==> src/hdl/csl_pkg.sv <==
// ----------------------------------------------------------------------------
// csl_pkg: shared types, codes and character classes for the C subset lexer
// Token kinds, operator codes, lexer modes and the keyword and operator
// lookup functions.
// ----------------------------------------------------------------------------
package csl_pkg;

   // Token kind codes as seen on the result channel
   typedef enum logic [3:0] {
      KIND_ID       = 4'd0,
      KIND_BASIC    = 4'd1,
      KIND_DO       = 4'd2,
      KIND_IF       = 4'd3,
      KIND_WHILE    = 4'd4,
      KIND_ELSE     = 4'd5,
      KIND_MAIN     = 4'd6,
      KIND_BREAK    = 4'd7,
      KIND_NUMBER   = 4'd8,
      KIND_REAL     = 4'd9,
      KIND_COMMENT  = 4'd10,
      KIND_OPERATOR = 4'd11,
      KIND_UNKNOWN  = 4'd12
   } token_kind_type;

   // Lexer mode: which kind of token is open
   typedef enum logic [2:0] {
      MODE_IDLE    = 3'd0,
      MODE_IDENT   = 3'd1,
      MODE_NUMBER  = 3'd2,
      MODE_PAIR    = 3'd3,
      MODE_COMMENT = 3'd4
   } lex_mode_type;

   // Operator codes
   localparam logic [4:0] OP_LPAREN  = 5'd0;
   localparam logic [4:0] OP_RPAREN  = 5'd1;
   localparam logic [4:0] OP_LBRACK  = 5'd2;
   localparam logic [4:0] OP_RBRACK  = 5'd3;
   localparam logic [4:0] OP_LBRACE  = 5'd4;
   localparam logic [4:0] OP_RBRACE  = 5'd5;
   localparam logic [4:0] OP_PLUS    = 5'd6;
   localparam logic [4:0] OP_MINUS   = 5'd7;
   localparam logic [4:0] OP_STAR    = 5'd8;
   localparam logic [4:0] OP_SLASH   = 5'd9;
   localparam logic [4:0] OP_PERCENT = 5'd10;
   localparam logic [4:0] OP_LT      = 5'd11;
   localparam logic [4:0] OP_GT      = 5'd12;
   localparam logic [4:0] OP_ASSIGN  = 5'd13;
   localparam logic [4:0] OP_SEMI    = 5'd14;
   localparam logic [4:0] OP_COMMA   = 5'd15;
   localparam logic [4:0] OP_INC     = 5'd16;
   localparam logic [4:0] OP_DEC     = 5'd17;
   localparam logic [4:0] OP_LE      = 5'd18;
   localparam logic [4:0] OP_GE      = 5'd19;
   localparam logic [4:0] OP_NE      = 5'd20;
   localparam logic [4:0] OP_EQ      = 5'd21;
   localparam logic [4:0] OP_LAND    = 5'd22;
   localparam logic [4:0] OP_LOR     = 5'd23;
   localparam logic [4:0] OP_NOT     = 5'd24;
   localparam logic [4:0] OP_AMP     = 5'd25;
   localparam logic [4:0] OP_BAR     = 5'd26;
   localparam logic [4:0] OP_NONE    = 5'd0;

   // Characters with a special role
   localparam logic [7:0] CH_LF    = 8'h0A;
   localparam logic [7:0] CH_TAB   = 8'h09;
   localparam logic [7:0] CH_SPACE = 8'h20;
   localparam logic [7:0] CH_DOT   = 8'h2E;
   localparam logic [7:0] CH_SLASH = 8'h2F;

   // Widest keyword window over the allowed keyword lengths
   localparam int KW_WIN_MAX_W = 64;
   localparam int KW_COUNT     = 10;

   // Keyword set, packed first byte highest
   localparam logic [KW_WIN_MAX_W-1:0] KW_TEXT [KW_COUNT] = '{
      64'h0000_0000_0069_6E74,   // int
      64'h0000_0066_6C6F_6174,   // float
      64'h0000_0000_6368_6172,   // char
      64'h0000_0000_766F_6964,   // void
      64'h0000_0000_0000_646F,   // do
      64'h0000_0000_0000_6966,   // if
      64'h0000_0077_6869_6C65,   // while
      64'h0000_0000_656C_7365,   // else
      64'h0000_0000_6D61_696E,   // main
      64'h0000_0062_7265_616B    // break
   };
   localparam logic [3:0] KW_LEN [KW_COUNT] = '{
      4'd3, 4'd5, 4'd4, 4'd4, 4'd2, 4'd2, 4'd5, 4'd4, 4'd4, 4'd5
   };
   localparam token_kind_type KW_KIND [KW_COUNT] = '{
      KIND_BASIC, KIND_BASIC, KIND_BASIC, KIND_BASIC, KIND_DO,
      KIND_IF, KIND_WHILE, KIND_ELSE, KIND_MAIN, KIND_BREAK
   };

   typedef struct packed {
      logic       hit;
      logic [4:0] code;
   } op_hit_type;

   typedef struct packed {
      logic       hit;
      logic       comment;
      logic [4:0] code;
   } pair_hit_type;

   function automatic logic is_alpha(input logic [7:0] c);
      return (c >= 8'h61 && c <= 8'h7A) || (c >= 8'h41 && c <= 8'h5A);
   endfunction

   function automatic logic is_digit(input logic [7:0] c);
      return c >= 8'h30 && c <= 8'h39;
   endfunction

   function automatic logic is_space(input logic [7:0] c);
      return c == CH_SPACE || c == CH_TAB || c == CH_LF;
   endfunction

   // Characters that may open a two-character operator or a comment
   function automatic logic starts_pair(input logic [7:0] c);
      return c == 8'h2B || c == 8'h2D || c == 8'h3C || c == 8'h3E || c == 8'h3D ||
             c == 8'h21 || c == 8'h26 || c == 8'h7C || c == CH_SLASH;
   endfunction

   // Look up a one-character operator
   function automatic op_hit_type single_code(input logic [7:0] c);
      op_hit_type r;
      r.hit = 1'b1;
      unique case (c)
         8'h28:   r.code = OP_LPAREN;
         8'h29:   r.code = OP_RPAREN;
         8'h5B:   r.code = OP_LBRACK;
         8'h5D:   r.code = OP_RBRACK;
         8'h7B:   r.code = OP_LBRACE;
         8'h7D:   r.code = OP_RBRACE;
         8'h2B:   r.code = OP_PLUS;
         8'h2D:   r.code = OP_MINUS;
         8'h2A:   r.code = OP_STAR;
         8'h2F:   r.code = OP_SLASH;
         8'h25:   r.code = OP_PERCENT;
         8'h3C:   r.code = OP_LT;
         8'h3E:   r.code = OP_GT;
         8'h3D:   r.code = OP_ASSIGN;
         8'h3B:   r.code = OP_SEMI;
         8'h2C:   r.code = OP_COMMA;
         8'h21:   r.code = OP_NOT;
         8'h26:   r.code = OP_AMP;
         8'h7C:   r.code = OP_BAR;
         default: begin
            r.hit  = 1'b0;
            r.code = OP_NONE;
         end
      endcase
      return r;
   endfunction

   // Look up a two-character operator or the comment opener
   function automatic pair_hit_type pair_code(input logic [7:0] a, input logic [7:0] b);
      pair_hit_type r;
      r.hit     = 1'b1;
      r.comment = 1'b0;
      r.code    = OP_NONE;
      priority if (a == 8'h2B && b == 8'h2B) r.code = OP_INC;
      else if (a == 8'h2D && b == 8'h2D) r.code = OP_DEC;
      else if (a == 8'h3C && b == 8'h3D) r.code = OP_LE;
      else if (a == 8'h3E && b == 8'h3D) r.code = OP_GE;
      else if (a == 8'h21 && b == 8'h3D) r.code = OP_NE;
      else if (a == 8'h3D && b == 8'h3D) r.code = OP_EQ;
      else if (a == 8'h26 && b == 8'h26) r.code = OP_LAND;
      else if (a == 8'h7C && b == 8'h7C) r.code = OP_LOR;
      else if (a == CH_SLASH && b == CH_SLASH) r.comment = 1'b1;
      else r.hit = 1'b0;
      return r;
   endfunction

   // Match an identifier of up to eight bytes against the keyword set
   function automatic token_kind_type kw_kind(input logic [KW_WIN_MAX_W-1:0] win,
                                              input logic [3:0] len);
      token_kind_type k;
      k = KIND_ID;
      for (int i = 0; i < KW_COUNT; i++) begin
         if (KW_LEN[i] == len && KW_TEXT[i] == win) k = KW_KIND[i];
      end
      return k;
   endfunction

endpackage

==> src/hdl/c_subset_lexer.sv <==
// ----------------------------------------------------------------------------
// c_subset_lexer: streaming tokeniser for a small C subset
// Classifies one source byte per cycle unless stalled and emits token
// descriptors with kind, operator code, first byte, row, column and length.
// ----------------------------------------------------------------------------
// Usage
//   Request channel (req_*): one source byte per word, req_end_of_text on
//   the last byte flushes any token still open. Response channel (rsp_*):
//   one token descriptor per word; rsp_last_of_run marks the last token
//   caused by a given byte. A byte may cause no token, one or two.
//   Tokens caused by a byte appear in the cycle after it is taken.
//   Throughput: one byte per cycle while each byte causes at most one token
//   and rsp_stall is low; a byte that causes two tokens stalls the request
//   side, since the two-entry output buffer drains one word per cycle.
//   Back-pressure: req_stall rises while the buffer cannot be emptied in the
//   current cycle, so a stalled response side holds at most two tokens.
//   Reset: synchronous; the lexer returns to idle with row and column 1 and
//   the output buffer empty.
// ----------------------------------------------------------------------------
module c_subset_lexer #(
   parameter int POS_WIDTH     = 16,
   parameter int KEYWORD_CHARS = 5
) (
   input  logic                 clock,
   input  logic                 reset,
   input  logic                 req_valid,
   output logic                 req_stall,
   input  logic [7:0]           req_char_in,
   input  logic                 req_end_of_text,
   output logic                 rsp_valid,
   input  logic                 rsp_stall,
   output csl_pkg::token_kind_type rsp_token_kind,
   output logic [4:0]           rsp_op_code,
   output logic [7:0]           rsp_first_byte,
   output logic [POS_WIDTH-1:0] rsp_token_row,
   output logic [POS_WIDTH-1:0] rsp_token_column,
   output logic [POS_WIDTH-1:0] rsp_token_length,
   output logic                 rsp_last_of_run
);
   import csl_pkg::*;

   localparam int WIN_W = 8 * KEYWORD_CHARS;

   typedef logic [POS_WIDTH-1:0] pos_type;

   typedef struct packed {
      token_kind_type kind;
      logic [4:0]     op;
      logic [7:0]     first;
      pos_type        row;
      pos_type        col;
      pos_type        len;
      logic           last;
   } token_type;

   // Lexer state
   lex_mode_type     mode_ff, mode_in;
   logic [WIN_W-1:0] win_ff, win_in;
   logic             dot_ff, dot_in;
   logic [7:0]       pend_ff, pend_in;
   pos_type          olen_ff, olen_in;
   pos_type          orow_ff, orow_in;
   pos_type          ocol_ff, ocol_in;
   pos_type          line_ff, line_in;
   pos_type          col_ff, col_in;

   // Output buffer
   token_type        slot0_ff, slot0_in;
   token_type        slot1_ff, slot1_in;
   logic [1:0]       cnt_ff, cnt_in;

   // Tokens of the current byte
   token_type        tok_a, tok_b, tok_c, res0, res1;
   logic             has_a, has_b, has_c;
   logic [1:0]       res_n;
   logic             consumed;
   lex_mode_type     mode_v;
   logic [WIN_W-1:0] win_v;
   logic             dot_v;
   logic [7:0]       pend_v;
   pos_type          olen_v, orow_v, ocol_v;
   pair_hit_type     pair_v;
   op_hit_type       single_v;
   logic             take, pop;

   function automatic pos_type sat_inc(input pos_type v);
      return (&v) ? v : v + 1'b1;
   endfunction

   // Descriptor of the token open in the given mode
   function automatic token_type close_tok(input lex_mode_type m,
                                           input logic [WIN_W-1:0] w,
                                           input logic d, input logic [7:0] p,
                                           input pos_type len, input pos_type r,
                                           input pos_type c);
      token_type t;
      op_hit_type s;
      s       = single_code(p);
      t.op    = OP_NONE;
      t.first = p;
      t.row   = r;
      t.col   = c;
      t.len   = len;
      t.last  = 1'b0;
      t.kind  = KIND_ID;
      unique case (m)
         MODE_IDENT: begin
            if (len > pos_type'(KEYWORD_CHARS)) t.kind = KIND_ID;
            else t.kind = kw_kind(KW_WIN_MAX_W'(w), len[3:0]);
         end
         MODE_NUMBER: t.kind = d ? KIND_REAL : KIND_NUMBER;
         MODE_PAIR: begin
            t.kind = KIND_OPERATOR;
            t.op   = s.code;
            t.len  = pos_type'(1);
         end
         MODE_COMMENT: begin
            t.kind  = KIND_COMMENT;
            t.first = CH_SLASH;
         end
         default: t.kind = KIND_ID;
      endcase
      return t;
   endfunction

   // Lex one byte: close, extend or open a token or emit a one-byte token, then flush on end of text
   always_comb begin
      mode_v   = mode_ff;
      win_v    = win_ff;
      dot_v    = dot_ff;
      pend_v   = pend_ff;
      olen_v   = olen_ff;
      orow_v   = orow_ff;
      ocol_v   = ocol_ff;
      consumed = 1'b0;
      has_a    = 1'b0;
      has_b    = 1'b0;
      tok_a    = close_tok(mode_ff, win_ff, dot_ff, pend_ff, olen_ff, orow_ff, ocol_ff);
      pair_v   = pair_code(pend_ff, req_char_in);
      single_v = single_code(req_char_in);

      unique case (mode_ff)
         MODE_COMMENT: begin
            if (req_char_in == CH_LF) begin
               has_a  = 1'b1;
               mode_v = MODE_IDLE;
            end else begin
               olen_v   = sat_inc(olen_ff);
               consumed = 1'b1;
            end
         end
         MODE_IDENT: begin
            if (is_alpha(req_char_in) || is_digit(req_char_in)) begin
               if (olen_ff < pos_type'(KEYWORD_CHARS))
                  win_v = {win_ff[WIN_W-9:0], req_char_in};
               olen_v   = sat_inc(olen_ff);
               consumed = 1'b1;
            end else begin
               has_a  = 1'b1;
               mode_v = MODE_IDLE;
            end
         end
         MODE_NUMBER: begin
            if (is_digit(req_char_in) || req_char_in == CH_DOT) begin
               if (req_char_in == CH_DOT) dot_v = 1'b1;
               olen_v   = sat_inc(olen_ff);
               consumed = 1'b1;
            end else begin
               has_a  = 1'b1;
               mode_v = MODE_IDLE;
            end
         end
         MODE_PAIR: begin
            priority if (pair_v.hit && pair_v.comment) begin
               mode_v   = MODE_COMMENT;
               olen_v   = pos_type'(2);
               consumed = 1'b1;
            end else if (pair_v.hit) begin
               has_a     = 1'b1;
               tok_a.op  = pair_v.code;
               tok_a.len = pos_type'(2);
               mode_v    = MODE_IDLE;
               consumed  = 1'b1;
            end else begin
               has_a  = 1'b1;
               mode_v = MODE_IDLE;
            end
         end
         default: ;
      endcase

      // Start a token or emit a one-byte token
      tok_b.kind  = KIND_UNKNOWN;
      tok_b.op    = OP_NONE;
      tok_b.first = req_char_in;
      tok_b.row   = line_ff;
      tok_b.col   = col_ff;
      tok_b.len   = pos_type'(1);
      tok_b.last  = 1'b0;
      if (!consumed && !is_space(req_char_in)) begin
         priority if (is_alpha(req_char_in) || is_digit(req_char_in) ||
                      req_char_in == CH_DOT || starts_pair(req_char_in)) begin
            if (is_alpha(req_char_in)) mode_v = MODE_IDENT;
            else if (starts_pair(req_char_in)) mode_v = MODE_PAIR;
            else mode_v = MODE_NUMBER;
            pend_v = req_char_in;
            orow_v = line_ff;
            ocol_v = col_ff;
            olen_v = pos_type'(1);
            win_v  = WIN_W'(req_char_in);
            dot_v  = (req_char_in == CH_DOT);
         end else if (single_v.hit) begin
            has_b      = 1'b1;
            tok_b.kind = KIND_OPERATOR;
            tok_b.op   = single_v.code;
         end else begin
            has_b = 1'b1;
         end
      end

      // Flush on end of text
      tok_c = close_tok(mode_v, win_v, dot_v, pend_v, olen_v, orow_v, ocol_v);
      has_c = req_end_of_text && (mode_v != MODE_IDLE);
      if (req_end_of_text) mode_v = MODE_IDLE;

      // Pack the tokens in order and mark the last one
      res0  = has_a ? tok_a : (has_b ? tok_b : tok_c);
      res1  = (has_a && has_b) ? tok_b : tok_c;
      res_n = 2'(has_a) + 2'(has_b) + 2'(has_c);
      if (res_n == 2'd1) res0.last = 1'b1;
      res1.last = 1'b1;
   end

   // Row and column counters
   always_comb begin
      if (req_char_in == CH_LF) begin
         line_in = sat_inc(line_ff);
         col_in  = pos_type'(1);
      end else begin
         line_in = line_ff;
         col_in  = sat_inc(col_ff);
      end
   end

   // Handshakes: take a byte only when the buffer is empty or drains this cycle
   assign pop       = (cnt_ff != 2'd0) && !rsp_stall;
   assign req_stall = !((cnt_ff == 2'd0) || ((cnt_ff == 2'd1) && !rsp_stall));
   assign take      = req_valid && !req_stall;

   // Advance state on an accepted byte
   always_comb begin
      mode_in = mode_ff;
      win_in  = win_ff;
      dot_in  = dot_ff;
      pend_in = pend_ff;
      olen_in = olen_ff;
      orow_in = orow_ff;
      ocol_in = ocol_ff;
      if (take) begin
         mode_in = mode_v;
         win_in  = win_v;
         dot_in  = dot_v;
         pend_in = pend_v;
         olen_in = olen_v;
         orow_in = orow_v;
         ocol_in = ocol_v;
      end
   end

   // Load the buffer with new tokens, else shift it down on a pop
   always_comb begin
      slot0_in = slot0_ff;
      slot1_in = slot1_ff;
      cnt_in   = cnt_ff;
      if (take) begin
         slot0_in = res0;
         slot1_in = res1;
         cnt_in   = res_n;
      end else if (pop) begin
         slot0_in = slot1_ff;
         cnt_in   = cnt_ff - 2'd1;
      end
   end

   always_ff @(posedge clock) begin
      if (reset) begin
         mode_ff <= MODE_IDLE;
         win_ff  <= '0;
         dot_ff  <= 1'b0;
         pend_ff <= '0;
         olen_ff <= '0;
         orow_ff <= pos_type'(1);
         ocol_ff <= pos_type'(1);
         line_ff <= pos_type'(1);
         col_ff  <= pos_type'(1);
         cnt_ff  <= 2'd0;
      end else begin
         mode_ff <= mode_in;
         win_ff  <= win_in;
         dot_ff  <= dot_in;
         pend_ff <= pend_in;
         olen_ff <= olen_in;
         orow_ff <= orow_in;
         ocol_ff <= ocol_in;
         if (take) begin
            line_ff <= line_in;
            col_ff  <= col_in;
         end
         cnt_ff  <= cnt_in;
      end
   end

   // Hold the buffered descriptors
   always_ff @(posedge clock) begin
      slot0_ff <= slot0_in;
      slot1_ff <= slot1_in;
   end

   // Present the head of the buffer
   assign rsp_valid        = (cnt_ff != 2'd0);
   assign rsp_token_kind   = slot0_ff.kind;
   assign rsp_op_code      = slot0_ff.op;
   assign rsp_first_byte   = slot0_ff.first;
   assign rsp_token_row    = slot0_ff.row;
   assign rsp_token_column = slot0_ff.col;
   assign rsp_token_length = slot0_ff.len;
   assign rsp_last_of_run  = slot0_ff.last;

endmodule
==> config.mk <==
export PLATFORM = sky130hd
export DESIGN_NAME = c_subset_lexer
export DESIGN_NICKNAME = d
export VERILOG_FILES = /design/src/hdl/csl_pkg.sv /design/src/hdl/c_subset_lexer.sv
export SDC_FILE = /design/constraint.sdc
export NUM_CORES = 1
export LEC_CHECK = 0
export BUFFER_PORTS_ARGS = -buffer_cell sky130_fd_sc_hd__buf_2
export CAP_MARGIN = 20
export CORE_ASPECT_RATIO = 0.9
export CORE_MARGIN = 3
export CORE_UTILIZATION = 32
export DETAILED_ROUTE_END_ITERATION = 10
export PLACE_DENSITY = 0.57
export SLEW_MARGIN = 20
export SYNTH_ARGS = -nofsm -noshare
export SYNTH_HDL_FRONTEND = slang
export SYNTH_SLANG_ARGS = --single-unit
==> constraint.sdc <==
create_clock -name clock -period 16.6 [get_ports clock]
set_clock_uncertainty 0.05 [all_clocks]
set_input_delay 0.83 -clock clock [delete_from_list [all_inputs] [get_ports clock]]
set_output_delay 0.83 -clock clock [all_outputs]
set_load 0.01 [all_outputs]
Word level (Yosys, flattened, before mapping)

Index checks and enable logic that the tools add are counted.

Latch bits: 0
Flip-flop bits (word level): 265
RAM bits: 0
Output and inout port bits: 68
Bits of input ports: 13
Memory bits (read-only): 0
Word-level logic and storage cells: 325
Memories: 0

Multipliers: 0
Div/mod/pow operators: 0
Reduce and logical (&&, ||, !) cells: 69
Muxes and demuxes: 119
Bitwise logic cells: 1
Eq/ne operators: 98
Shift operators: 0
Add/sub/neg operators: 6
Order comparisons: 9

Operators with widths:

| operator                                              | count |
|---|---|
| equality test 8 x 6 -> 1 bit (second input constant)  | 42 |
| 2-to-1 mux 66 bit                                     | 5 |
| equality test 31 x 40 -> 1 bit (first input constant) | 8 |
| 2-to-1 mux 16 bit                                     | 18 |
| one-hot mux 5 bit (18 select lines)                   | 3 |
| equality test 39 x 40 -> 1 bit (first input constant) | 6 |
| 2-to-1 mux 40 bit                                     | 5 |
| equality test 15 x 40 -> 1 bit (first input constant) | 4 |
| equality test 8 x 7 -> 1 bit (second input constant)  | 15 |
| equality test 23 x 40 -> 1 bit (first input constant) | 2 |
| 2-to-1 mux 4 bit                                      | 20 |
| 2-to-1 mux 5 bit                                      | 13 |
| one-hot mux 16 bit (4 select lines)                   | 1 |
| 2-to-1 mux 8 bit                                      | 7 |
| adder 16 x 1 -> 16 bit (second input constant)        | 3 |
| AND reduction 16 bit                                  | 3 |
| logical AND 1 bit                                     | 39 |
| > comparator 16 x 3 -> 1 bit (second input constant)  | 2 |
| one-hot mux 4 bit (4 select lines)                    | 2 |
| 2-to-1 mux 1 bit                                      | 24 |
| 2-to-1 mux 2 bit                                      | 11 |
| 2-to-1 mux 3 bit                                      | 7 |
| OR reduction 19 bit                                   | 1 |
| equality test 2 x 4 -> 1 bit (first input constant)   | 4 |
| 25 further kinds                                      | 57 |

Logic depth before layout (Yosys ltp)

Gate-level depths: netlist (run 1).

Depth in word-level cells: 35
Depth in mapped cells: 16
Mapped depth without buffers: 13

Worst setup path before layout (run 1)

Ideal clock, no wire load.

Kind: input-to-reg
Start: in rsp_stall
End: reg cnt_ff[0]
Buffers on the path: 0
Path slack: 9.969 ns
Stages on the path: 4
Data required time: 16.412 ns
Arrival time: 6.443 ns
Cells stage by stage: o21ai_0 o21ai_0 nand2_1 a21oi_1

Longest elaborated chain between the ends: 5
Elaborated cells on any way between the ends: 7

Ends and longest elaborated chain:

| item                                                          | line                                         | text |
|---|---|---|
| start, declared                                               | c_subset_lexer.sv:31                         | `input logic rsp_stall,` |
| logical NOT 1 bit *                                           | c_subset_lexer.sv:246, c_subset_lexer.sv:247 |  |
| logical AND 1 bit                                             | c_subset_lexer.sv:247                        | `assign req_stall = !((cnt_ff == 2'd0) \|\| ((cnt_ff == 2'd1) && !rsp_stall));` |
| logical OR 1 bit                                              | c_subset_lexer.sv:247                        |  |
| logical AND 1 bit                                             | c_subset_lexer.sv:248                        | `assign take = req_valid && !req_stall;` |
| 2-to-1 mux 2 bit / nonzero test 2 bit (equally long branches) | --                                           |  |
| end signal, assigned                                          | c_subset_lexer.sv:309                        | `cnt_ff <= cnt_in;` |
| end, declared                                                 | c_subset_lexer.sv:70                         | `logic [1:0] cnt_ff, cnt_in;` |

Mark *: on every way between the ends. The rest lies on a longest branch, timed or not.
A chain may end at the register's enable or synchronous reset.

==> impl_results.md, run 1 <==
- Setup slack, reg-to-reg: 11,710 ps
- Final setup TNS: 0 ps
- Crit path time final: roughly 5500 ps
- Multi-input gate area: around 0.0082 mm^2
- Final routed DRC violation total: 0
- Antenna violations before repair: 0
- Library cells used by synthesis: a little under 100
- Number of flip-flops in the largest register: 65
- Initial Utilization: between 30% and 40%
- Register area: 0.00662 mm^2
- Worst-path clk slew: 60 ps
- Mapped Avg Cell Area: approximately 8.5 um^2
- # placed instances: 2,383
- Critical Path RT: 16,940 ps
- Yosys warns: 0
- Area after DPL: 0.0162 mm^2
- CP Max Fanout: 32
- Post-Place Setup Slack: approximately 11,000 ps
- First-pass GRT wire length: 77.5 mm
- Die H: 215 um
- CTS tree: yes
- Syn_nets: 1,833
- # hold bufs at CTS: 0
- Share of post-route cells with drive strength above 1: 12.7%
- Vias post-DR: 13,800
- Commonest non-fill, non-tap cell in the layout: nand2_1
- Final hold slack: 417 ps
- Core area: 0.0472 mm^2
- Synthesized area: 0.0155 mm^2
- GRT overflow: 0
- Main synth FF type: dfxtp_1
- Largest registers: slot1_ff (65), win_ff (40)
- Setup crit start kind: input port
- Post-CTS Setup Bufs: 0
- Commonest cells after routing, fill and taps aside: nand2_1 (278), nor2_1 (212), dfxtp_1 (134)
- Clock latency on the worst-skew pair: about 570 ps
- Clock Path Buffers: 3
- Vias/cell: 5.67
- Core Util, Final: 36.6%
- Die area: 0.0510 mm^2
- Row cnt: 75
- GPL Wtd Cong: 0.936
- Antenna-violating nets left: 0
- Final HPWL from detailed placement: 33.8 mm
- Setup Viol. Count Final: 0
- PwrDens: 129 mW/mm^2
- Initial drt markers: 1,532
- Num CTS Buffers: 30
- Synth Register Bits: 265
- Num ports: 81
- VDD IR max: 70.4 uV
- Fillers: roughly 4,800
- # port buffers: 80
- RSZ-0062 raised after global routing: no
- Final period utilization: 32.8%
- Final std cells w/o fill: around 2,400
- Post-synth EDFFs: 131
- Slew @ Worst Pin: roughly 1000 ps
- Setup CP Type: in2reg
- Max Cap Viol: 0
- Total power: ~2.2 mW
- Final Max Slew Viols: 0
- Status: complete, no violations
- Final Hold Vio Count: 0
- Die width: ~240 um
- CP arrival: 5790 ps
- Design Area, Final: 0.0173 mm^2
- Drt total wl: 49.4 mm
- Drt wl/cell: roughly 20 um
- Tot GR Track Use: a little under a fifth
- Largest net degree at the start of global routing: 76
- Crit. End Element: flop
- # diodes: 0
- DRT Pass-1 Iters: 6
- Lkg Pwr: 6.10 nW
- Max_slew headroom: a little under a third
- Fmax: 183 MHz
- Ys async rst share: 0%
- Sequential-to-total area share from yosys stat: between 40% and 50%
- CTS Sinks: between 200 and 300
- Final setup margin: about 11,000 ps
- Root Buffer: clkbuf_16
- Vias in the first global route: 13,100
- CTS resizes: 0
- Layout Nets: ~1,800
- Cell count after synthesis: around 1,800
- H-tree levels: 1
- Min-Delay Path Class: reg2reg
- Most flops, register: slot1_ff
- Layout area overhead: 11.8%
[kinds of logic (layout without fill, tap and decap cells)]
kind of cell / count (synthesis) / after routing / synth area share (%)
buffers and inverters: 161 / 175 / 4.24
muxes: 86 / 86 / 5.88
and+or+nand+nor: 846 / 846 / 27.1
DFF: 265 / 265 / 42.8
AOI/OAI and AO/OA: 414 / 414 / 17.5
xor gates and xnor gates: 27 / 27 / 1.53
adders and majority gates: 11 / 11 / 0.923
[report_power, final]
group | internal, mW | switching (mW)
clock | 0.417 | 0.276
combinational | 0.171 | 0.402
sequential | 0.891 | 0.0710
[path summary, 6_finish.rpt]
path,from,end,cells past startpoint
worst min register to register,ocol_ff[6],ocol_ff[6],2
worst max-delay path,req_char_in[3],rsp_op_code[1],12
worst min-delay path,ocol_ff[6],ocol_ff[6],2
worst max register to register,pend_ff[2],slot1_ff[50],9
[synthesized netlist by cell type (7+ instances only)]
| master | count | area share (%) |
|---|---|---|
| o21ai_0 | 100 | 3.2 |
| mux2i_1 | 47 | 3.0 |
| a21oi_1 | 110 | 3.6 |
| dfxtp_1 | 134 | 17 |
| a31oi_1 | 21 | 0.85 |
| nor3b_1 | 10 | 0.49 |
| a211oi_1 | 15 | 0.73 |
| a41oi_1 | 8 | 0.45 |
| ha_1 | 9 | 0.73 |
| mux2_2 | 39 | 2.8 |
| nor2_1 | 215 | 5.2 |
| and2_1 | 26 | 1.1 |
| nor4_1 | 26 | 1.1 |
| o31ai_1 | 12 | 0.58 |
| or3_1 | 18 | 0.73 |
| buf_2 | 23 | 0.74 |
| inv_1 | 18 | 0.44 |
| nand3b_1 | 11 | 0.53 |
| a22oi_1 | 35 | 1.7 |
| or2_2 | 10 | 0.40 |
| xnor2_1 | 8 | 0.45 |
| a221oi_1 | 18 | 1.0 |
| a21o_1 | 10 | 0.49 |
| nand4_1 | 28 | 1.1 |
| nor3_1 | 47 | 1.5 |
| and3_1 | 15 | 0.61 |
| o22ai_1 | 7 | 0.28 |
| edfxtp_1 | 131 | 25 |
| buf_1 | 13 | 0.32 |
| xor2_1 | 19 | 1.1 |
| clkbuf_1 | 102 | 2.5 |
| nor2b_1 | 18 | 0.73 |
| nand4b_1 | 15 | 0.85 |
| a211o_1 | 7 | 0.40 |
| nand3_1 | 59 | 1.9 |
| nand2_1 | 278 | 6.7 |
| nand2b_1 | 25 | 1.0 |
[metal layers]
| layer | vias to the layer above | wire length, um | track usage, % |
|---|---|---|---|
| met5 | - | 0 | 0 |
| met4 | 0 | 1280 | 5.25 |
| met3 | 76 | 3510 | 3.74 |
| met2 | 514 | 21700 | 28.3 |
| met1 | 6649 | 22800 | 27.1 |
| li1 | 6588 | - | - |
[final cells by class]
class                           instances  share of cell area, %
Timing Repair Buffer                  100                   3.18
Clock buffer                           39                   4.83
Sequential cell                       265                   38.3
Multi-Input combinational cell       1384                   47.6
Tap cell                              616                   4.46
Inverter                               19                  0.427
Clock inverter                         17                   1.21
[critical path: stages]
cell	delay, ps
buf_2	490
nand2_1	210
o21ai_1	710
a211oi_2	240
nor4_4	830
nand4_2	550
buf_4	380
o21ai_0	510
nand2_1	350
nor2_1	290
o21ai_0	130
a31oi_1	240
(Power assumes the default switching activity.)
==> run 2: changes to the inputs <==
Settings changed: ABC_AREA set to 1, PLACE_DENSITY 0.57 to 0.59.
Clock period 16.6 ns to 4.8 ns, I/O delays scaled along.
==> run 2 against run 1 <==
Effect of this change: register-to-register slack worse by 11000 ps; worst setup slack worse by 10000 ps; global-route usage increased by 0.62 points; sequential share of layout area is 2.3 points lower; die area up 5.1%; sequential cell count is the same; sequential power rose to 4.0 times the previous value; count of clock-buffer cells in the layout increased by 4; power rose to 4.5 times the previous value; synthesized cell count up 29%; highest routed layer unchanged.
==> impl_results.md, run 2 <==
- Final setup margin: 763 ps (was 11,150 ps)
- First-pass GRT wire length: 84.0 mm (was 77.5 mm)
- Largest family of logic cells by synthesized area: simple AND/OR/NAND/NOR gates (unchanged)
- Final std cells w/o fill: 3,074 (was 2,440)
- CP bufs+invs: 2 (unchanged)
- # port buffers: 80 (unchanged)
- Die H: 220 um (was 215 um)
- Worst-path clk slew: 70 ps (was 60 ps)
- Worst path max stage delay: 500 ps (was 830 ps)
- Psw: 4.19 mW (was 0.749 mW)
- Compound-Gate Fraction of Synth Area: 19.2% (was 17.5%)
- Fillers: 5,283 (was 4,794)
- Setup CP Type: reg2reg (was in2reg)
- Top cell type's share of synthesized area: 24.2% (was 25.4%)
- DRT Pass-1 Iters: 6 (unchanged)
- Multiplexer area fraction after synthesis: 0% (was 5.88%)
- Antenna-violating nets left: 0 (unchanged)
- Largest net degree at the start of global routing: 152 (was 76)
- Most frequent CP cell: nand2_1
- Crit path time final: 4040 ps
- Crit. End Element: flop (unchanged)
- CTS Sinks: 265 (unchanged)
- Final setup TNS: 0 ps (unchanged)
- Clock latency on the worst-skew pair: 600 ps (was 570 ps)
- Initial drt markers: 1,615 (was 1,532)
- Die area: 0.0536 mm^2 (was 0.0510 mm^2)
- Post-synth EDFFs: 131 (unchanged)
- Xor/xnor share of the synthesized area: 0.161% (was 1.53%)
- Clock share of power: 23.6% (was 31.1%)
- Max_slew headroom: 27.5% (was 30.1%)
- Final routed DRC violation total: 0 (unchanged)
- Cell count after synthesis: 2,337 (was 1,810)
- Final Max Slew Viols: 0 (unchanged)
- Clock Path Buffers: 3 (unchanged)
- CP arrival: 4430 ps (was 5790 ps)
- Share of post-route cells with drive strength above 1: 10.2% (was 12.7%)
- Reg power frac: 37.8% (was 43.2%)
- Synth top cells by count: nand2_1 (495), nor2_1 (294), o21ai_0 (294) (was nand2_1 (278), nor2_1 (215), dfxtp_1 (134))
- Vias in the first global route: 15,100 (was 13,100)
- Switching power share of the total: 41.5% (was 33.6%)
- Main synth FF type: dfxtp_1 (unchanged)
- Post-Place Setup Slack: 745 ps (was 10,700 ps)
- Lkg Pwr: 7.64 nW (was 6.10 nW)
- Synth Area in Simple Gates: 29.4% (was 27.1%)
- Commonest cells after routing, fill and taps aside: nand2_1 (494), o21ai_0 (294), nor2_1 (293) (was nand2_1 (278), nor2_1 (212), dfxtp_1 (134))
- Yosys top cell by area: edfxtp_1 (unchanged)
- Critical Path RT: 5190 ps (was 16,940 ps)
- VDD IR max: 289 uV (was 70.4 uV)
- Cell Int Power: 5.90 mW (was 1.48 mW)
- Drt wl/cell: 17.5 um (was 20.2 um)
- Number of flip-flops in the largest register: 65 (unchanged)
- Final Hold Vio Count: 0 (unchanged)
- CP Max Fanout: 14 (was 32)
- Min-Delay Path Class: in2reg (was reg2reg)
- Sequential-to-total area share from yosys stat: 40.6% (was 42.8%)
- Worst path top cell family by delay: simple AND/OR/NAND/NOR gates (unchanged)
- Core area: 0.0497 mm^2 (was 0.0472 mm^2)
- Row cnt: 77 (was 75)
- Drt total wl: 53.6 mm (was 49.4 mm)
- Mapped Avg Cell Area: 6.97 um^2 (was 8.54 um^2)
- Fmax: between 200 and 250 MHz
- Vias post-DR: 16,200 (was 13,800)
- Layout Nets: 2,401 (was 1,823)
- Vias/cell: 5.26 (was 5.67)
- H-tree levels: 1 (unchanged)
- Synth Register Bits: 265 (unchanged)
- Worst-path cell chain: nand2_1, nor3_1, nand2_1, a21oi_1, nor2_1, nand2_1, nand2_2, nand4_4, inv_1, o21ai_1, nand2_1, nor2_1, a21oi_1, o21ai_1, nor2_1, nand2_1, nand2_1, inv_1, nand2_1, a21oi_1 (was buf_2, nand2_1, o21ai_1, a211oi_2, nor4_4, nand4_2, buf_4, o21ai_0, nand2_1, nor2_1, o21ai_0, a31oi_1)
- Antenna violations before repair: 1 (was 0)
- Final HPWL from detailed placement: 38.4 mm (was 33.8 mm)
- Setup crit start kind: flop (was input port)
- Die width: 244 um (was 238 um)
- Slew @ Worst Pin: 1080 ps (was 1040 ps)
- Yosys warns: 0 (unchanged)
- # placed instances: 3,015 (was 2,383)
- Layout area overhead: 13.0% (was 11.8%)
- Largest registers: slot1_ff (65), win_ff (40) (unchanged)
- Root Buffer: clkbuf_16 (unchanged)
- CTS tree: yes (unchanged)
- RSZ-0062 raised after global routing: no (unchanged)
- Tot GR Track Use: 19.4% (was 18.7%)
- Final hold slack: 49.7 ps (was 417 ps)
- Final period utilization: 84.1%
- Num CTS Buffers: 31 (was 30)
- Num ports: 81 (unchanged)
- Synth top area cells: edfxtp_1 (24%), dfxtp_1 (16%), nand2_1 (11%), o21ai_0 (9.0%), nor2_1 (6.8%) (was edfxtp_1 (25%), dfxtp_1 (17%), nand2_1 (6.7%), nor2_1 (5.2%), a21oi_1 (3.6%))
- CTS resizes: 0 (unchanged)
- Syn_nets: 2,360 (was 1,833)
- Ys async rst share: 0% (unchanged)
- Slowest cell on the critical path: dfxtp_1 (was nor4_4)
- Status: complete, no violations (unchanged)
- GRT overflow: 0 (unchanged)
- PwrDens: 549 mW/mm^2 (was 129 mW/mm^2)
- Commonest non-fill, non-tap cell in the layout: nand2_1 (unchanged)
- Most flops, register: slot1_ff (unchanged)
- Max Cap Viol: 0 (unchanged)
- Fraction of the mapped netlist area in adder cells: 0.815% (was 0.922%)
- Library cells used by synthesis: 59 (was 98)
- Synthesized area: 0.0163 mm^2 (was 0.0155 mm^2)
- Setup Viol. Count Final: 0 (unchanged)
- Comb pwr share: 38.7% (was 25.7%)
- Initial Utilization: 32.7% (was 32.8%)
- GPL Wtd Cong: 0.969 (was 0.936)
- Most common cell in the netlist: nand2_1 (unchanged)
- # diodes: 0 (unchanged)
-- run 2: changes by cell type after synthesis, sizes merged, moves of 18 or more --
cell    previous run  this run
inv               19       291
mux2              39         0
nand3             59       110
nor2b             18         0
nor2             217       311
nand2b            25         0
mux2i             47         0
nand2            279       510
and2              26         0
a22oi             36         2
a21oi            110       162
clkbuf           102        80
o21ai            105       318
-- run 2: metrics by stage --
step	instance area [um^2]	total power [mW]	utilization, %
finish	18400	10.1	37.0
global route	18400	10.8	37.0
CTS	18400	10.2	37.0
detailed placement	17400	7.74	34.9
global placement	17400	7.68	34.9
floorplan	16300	6.40	-
-- run 2: timing repair --
action                                 CTS  global route
endpoints found under the hold margin    3             0
hold buffers                             1             0
setup buffers                            0             0
setup endpoints to repair                0             0
-- run 2: area by class of cell --
cell class | instances | area [um^2] | share of cell area (%)
multi-input combinational | 1672 | 8100 | 44.0
clock inverter | 15 | 151 | 0.823
tap | 671 | 840 | 4.57
clock buffer | 43 | 861 | 4.68
timing repair buffer | 115 | 716 | 3.89
inverter | 293 | 1100 | 6.01
sequential | 265 | 6620 | 36.0
-- run 2: worst paths after layout --
kind	from	to	slack (ps)	cells after the start
worst max-delay path	pend_ff[2]	rsp_op_code[1]	760	20
worst min-delay path	req_char_in[6]	slot1_ff[55]	50	3
worst max register to register	pend_ff[2]	rsp_op_code[1]	760	20
worst min register to register	col_ff[13]	col_ff[13]	440	1
-- run 2: layer usage --
metal  part of all wire (%)  GRT usage (%)
met3                    5.7           1.97
met4                    3.0           6.41
met5                      0              0
met2                     45           31.5
met1                     47           27.0
-- run 2: power groups by stage --
stage,Clock (mW),Combinational [mW],Sequential (mW)
finish,2.38,3.90,3.81
global route,2.53,4.39,3.90
CTS,2.44,3.91,3.81
detailed placement,0,3.88,3.85
global placement,0,3.84,3.84
floorplan,0,2.48,3.92
-- run 2: worst min-delay path, cell delays in order --
cell and delay (ps):
buf_2 210, nand2_1 70, o21ai_0 70
-- run 2: cell families after synthesis --
group | count (synthesis)
AOI/OAI and AO/OA | 570
xor gates and xnor gates | 3
buffers and inverters | 400
DFF | 265
and+or+nand+nor | 1089
adders and majority gates | 10
==> run 3: changes to the inputs <==
Settings changed: ABC_AREA 1 to 0, PLACE_DENSITY 0.59 to 0.57.
Clock period 4.8 ns to 4.2 ns, I/O delays scaled along.
==> run 3 against run 2 <==
Effect of this change: final area decreased by 1.2%; maximum frequency grew 1.1%; core utilization grew 1.5 points; count of clock-buffer cells in the layout shrank 4; die area shrank 4.9%; sequential share of layout area increased by 0.45 points; worst setup slack worse by 560 ps; global-route usage increased by 0.43 points; worst hold slack better by 55 ps; highest routed layer unchanged.
==> impl_results.md, run 3 (synthesis gave the netlist of run 1 again) <==
- Num CTS Buffers: 31 (unchanged)
- Setup CP Type: reg2reg (unchanged)
- Die area: 0.0510 mm^2 (was 0.0536 mm^2)
- Antenna violations before repair: 0 (was 1)
- PwrDens: 502 mW/mm^2 (was 549 mW/mm^2)
- Fmax: 250 MHz (was 248 MHz)
- Final routed DRC violation total: 0 (unchanged)
- CTS Sinks: 265 (unchanged)
- Clock latency on the worst-skew pair: 600 ps (about the same)
- Largest net degree at the start of global routing: 78 (was 152)
- Vias in the first global route: 13,600 (was 15,100)
- Die H: 215 um (was 220 um)
- Drt wl/cell: 20.4 um (was 17.5 um)
- Initial Utilization: 32.8% (was 32.7%)
- Initial drt markers: 1,260 (was 1,615)
- VDD IR max: 335 uV (was 289 uV)
- Crit path time final: 3990 ps (was 4040 ps)
- H-tree levels: 1 (unchanged)
- Critical Path RT: 4580 ps (was 5190 ps)
- Root Buffer: clkbuf_16 (unchanged)
- Worst-path clk slew: 60 ps (was 70 ps)
- Vias post-DR: 14,300 (was 16,200)
- First-pass GRT wire length: 81.4 mm (was 84.0 mm)
- # port buffers: 80 (unchanged)
- Lkg Pwr: 6.62 nW (was 7.64 nW)
- GRT overflow: 0 (unchanged)
- Final Hold Vio Count: 0 (unchanged)
- Final std cells w/o fill: 2,537 (was 3,074)
- Status: complete, no violations (unchanged)
- Final setup TNS: 0 ps (unchanged)
- Final period utilization: 95.1% (was 84.1%)
- Row cnt: 75 (was 77)
- Setup crit start kind: flop (unchanged)
- # placed instances: 2,473 (was 3,015)
- Num ports: 81 (unchanged)
- GPL Wtd Cong: 0.930 (was 0.969)
- Fillers: 4,756 (was 5,283)
- Tot GR Track Use: 19.8% (was 19.4%)
- Vias/cell: 5.65 (was 5.26)
- # diodes: 0 (unchanged)
- CP Max Fanout: 13 (was 14)
- CTS tree: yes (unchanged)
- Largest registers: slot1_ff (65), win_ff (40) (unchanged)
- Min-Delay Path Class: in2reg (unchanged)
- Slew @ Worst Pin: 1150 ps (was 1080 ps)
- Most flops, register: slot1_ff (unchanged)
- Clock Path Buffers: 3 (unchanged)
- Share of post-route cells with drive strength above 1: 17.0% (was 10.2%)
- Max_slew headroom: 22.4% (was 27.5%)
- Commonest cells after routing, fill and taps aside: nand2_1 (278), nor2_1 (211), dfxtp_1 (133) (was nand2_1 (494), o21ai_0 (294), nor2_1 (293))
- Drt total wl: 51.8 mm (was 53.6 mm)
- Final HPWL from detailed placement: 36.8 mm (was 38.4 mm)
- Commonest non-fill, non-tap cell in the layout: nand2_1 (unchanged)
- CP arrival: 4380 ps (was 4430 ps)
- Final Max Slew Viols: 0 (unchanged)
- Layout Nets: 1,919 (was 2,401)
- Layout area overhead: 17.5% (was 13.0%)
- Crit. End Element: flop (unchanged)
- Setup Viol. Count Final: 0 (unchanged)
- Max Cap Viol: 0 (unchanged)
- Core area: 0.0472 mm^2 (was 0.0497 mm^2)
- Antenna-violating nets left: 0 (unchanged)
- DRT Pass-1 Iters: 5 (was 6)
- RSZ-0062 raised after global routing: no (unchanged)
- Die width: 238 um (was 244 um)
- Number of flip-flops in the largest register: 65 (unchanged)
-- run 3: cell types whose count changed in the layout (fill, tap and decap cells not counted), moves of 48 or more --
cell	delta
a21oi_1	-48
buf_4	+75
inv_1	-249
nand2_1	-216
nor2_1	-82
o21ai_0	-195
-- run 3: timing repair --
item	4_1_cts	5_1_grt
hold buffers	5	0
buffers inserted	0	1
hold endpoints to repair	6	0
endpoints found under the setup margin	0	10
resized for setup	0	8
-- run 3: critical path, stage by stage, from the launching register on --
cell and delay [ps]:
dfxtp_1 420, or4b_2 800, nor2_2 270, a221o_1 300, o21a_1 210, nor4_4 90, buf_4 200, a211o_1 260
a2111oi_0 580, nand3_1 200, a31oi_1 230, o21ai_1 90, o21ai_1 130
-- run 3: power by group --
| part | switching [mW] | internal (mW) |
|---|---|---|
| Clock | 1.12 | 1.78 |
| Combinational | 1.68 | 0.786 |
| Sequential | 0.238 | 3.51 |
| Total | 3.04 | 6.07 |
-- run 3: through the flow --
step / cell area, um^2 / hold WS, ps / power [mW] / setup WS (ps) / util, %
global route: 18200 / 102 / 9.60 / 3.07 / 38.5
CTS: 18100 / 85.7 / 9.23 / 178 / 38.4
detailed placement: 17000 / 410 / 6.29 / 203 / 36.0
floorplan: 15500 / 362 / 5.20 / 476 / -
finish: 18200 / 105 / 9.11 / 208 / 38.5
global placement: 17000 / 401 / 6.26 / 197 / 36.0
-- run 3: path summary, 6_finish.rpt --
path / from / to / slack (ps) / cells past startpoint
setup / recovery: pend_ff[7] / rsp_token_kind[2] / 210 / 12
hold reg to reg: orow_ff[15] / orow_ff[15] / 410 / 2
setup reg to reg: pend_ff[7] / rsp_token_kind[2] / 210 / 12
hold / removal: rsp_stall / rsp_token_row[0] / 110 / 2
-- run 3: area by class of cell --
type	instances	area, um^2	share of cell area (%)
Timing Repair Buffer	195	1350	7.41
Multi-Input combinational cell	1384	8260	45.5
Clock inverter	19	265	1.46
Clock buffer	39	836	4.60
Sequential cell	265	6620	36.4
Inverter	19	73.8	0.406
Tap cell	616	771	4.24
-- run 3: per-layer routing --
layer | track usage [%] | part of all wire [%] | wire length (um)
met5 | 0 | 0 | 0
met2 | 30.9 | 44 | 22900
met4 | 4.83 | 2.2 | 1130
met1 | 28.7 | 47 | 24600
met3 | 2.89 | 6.2 | 3190
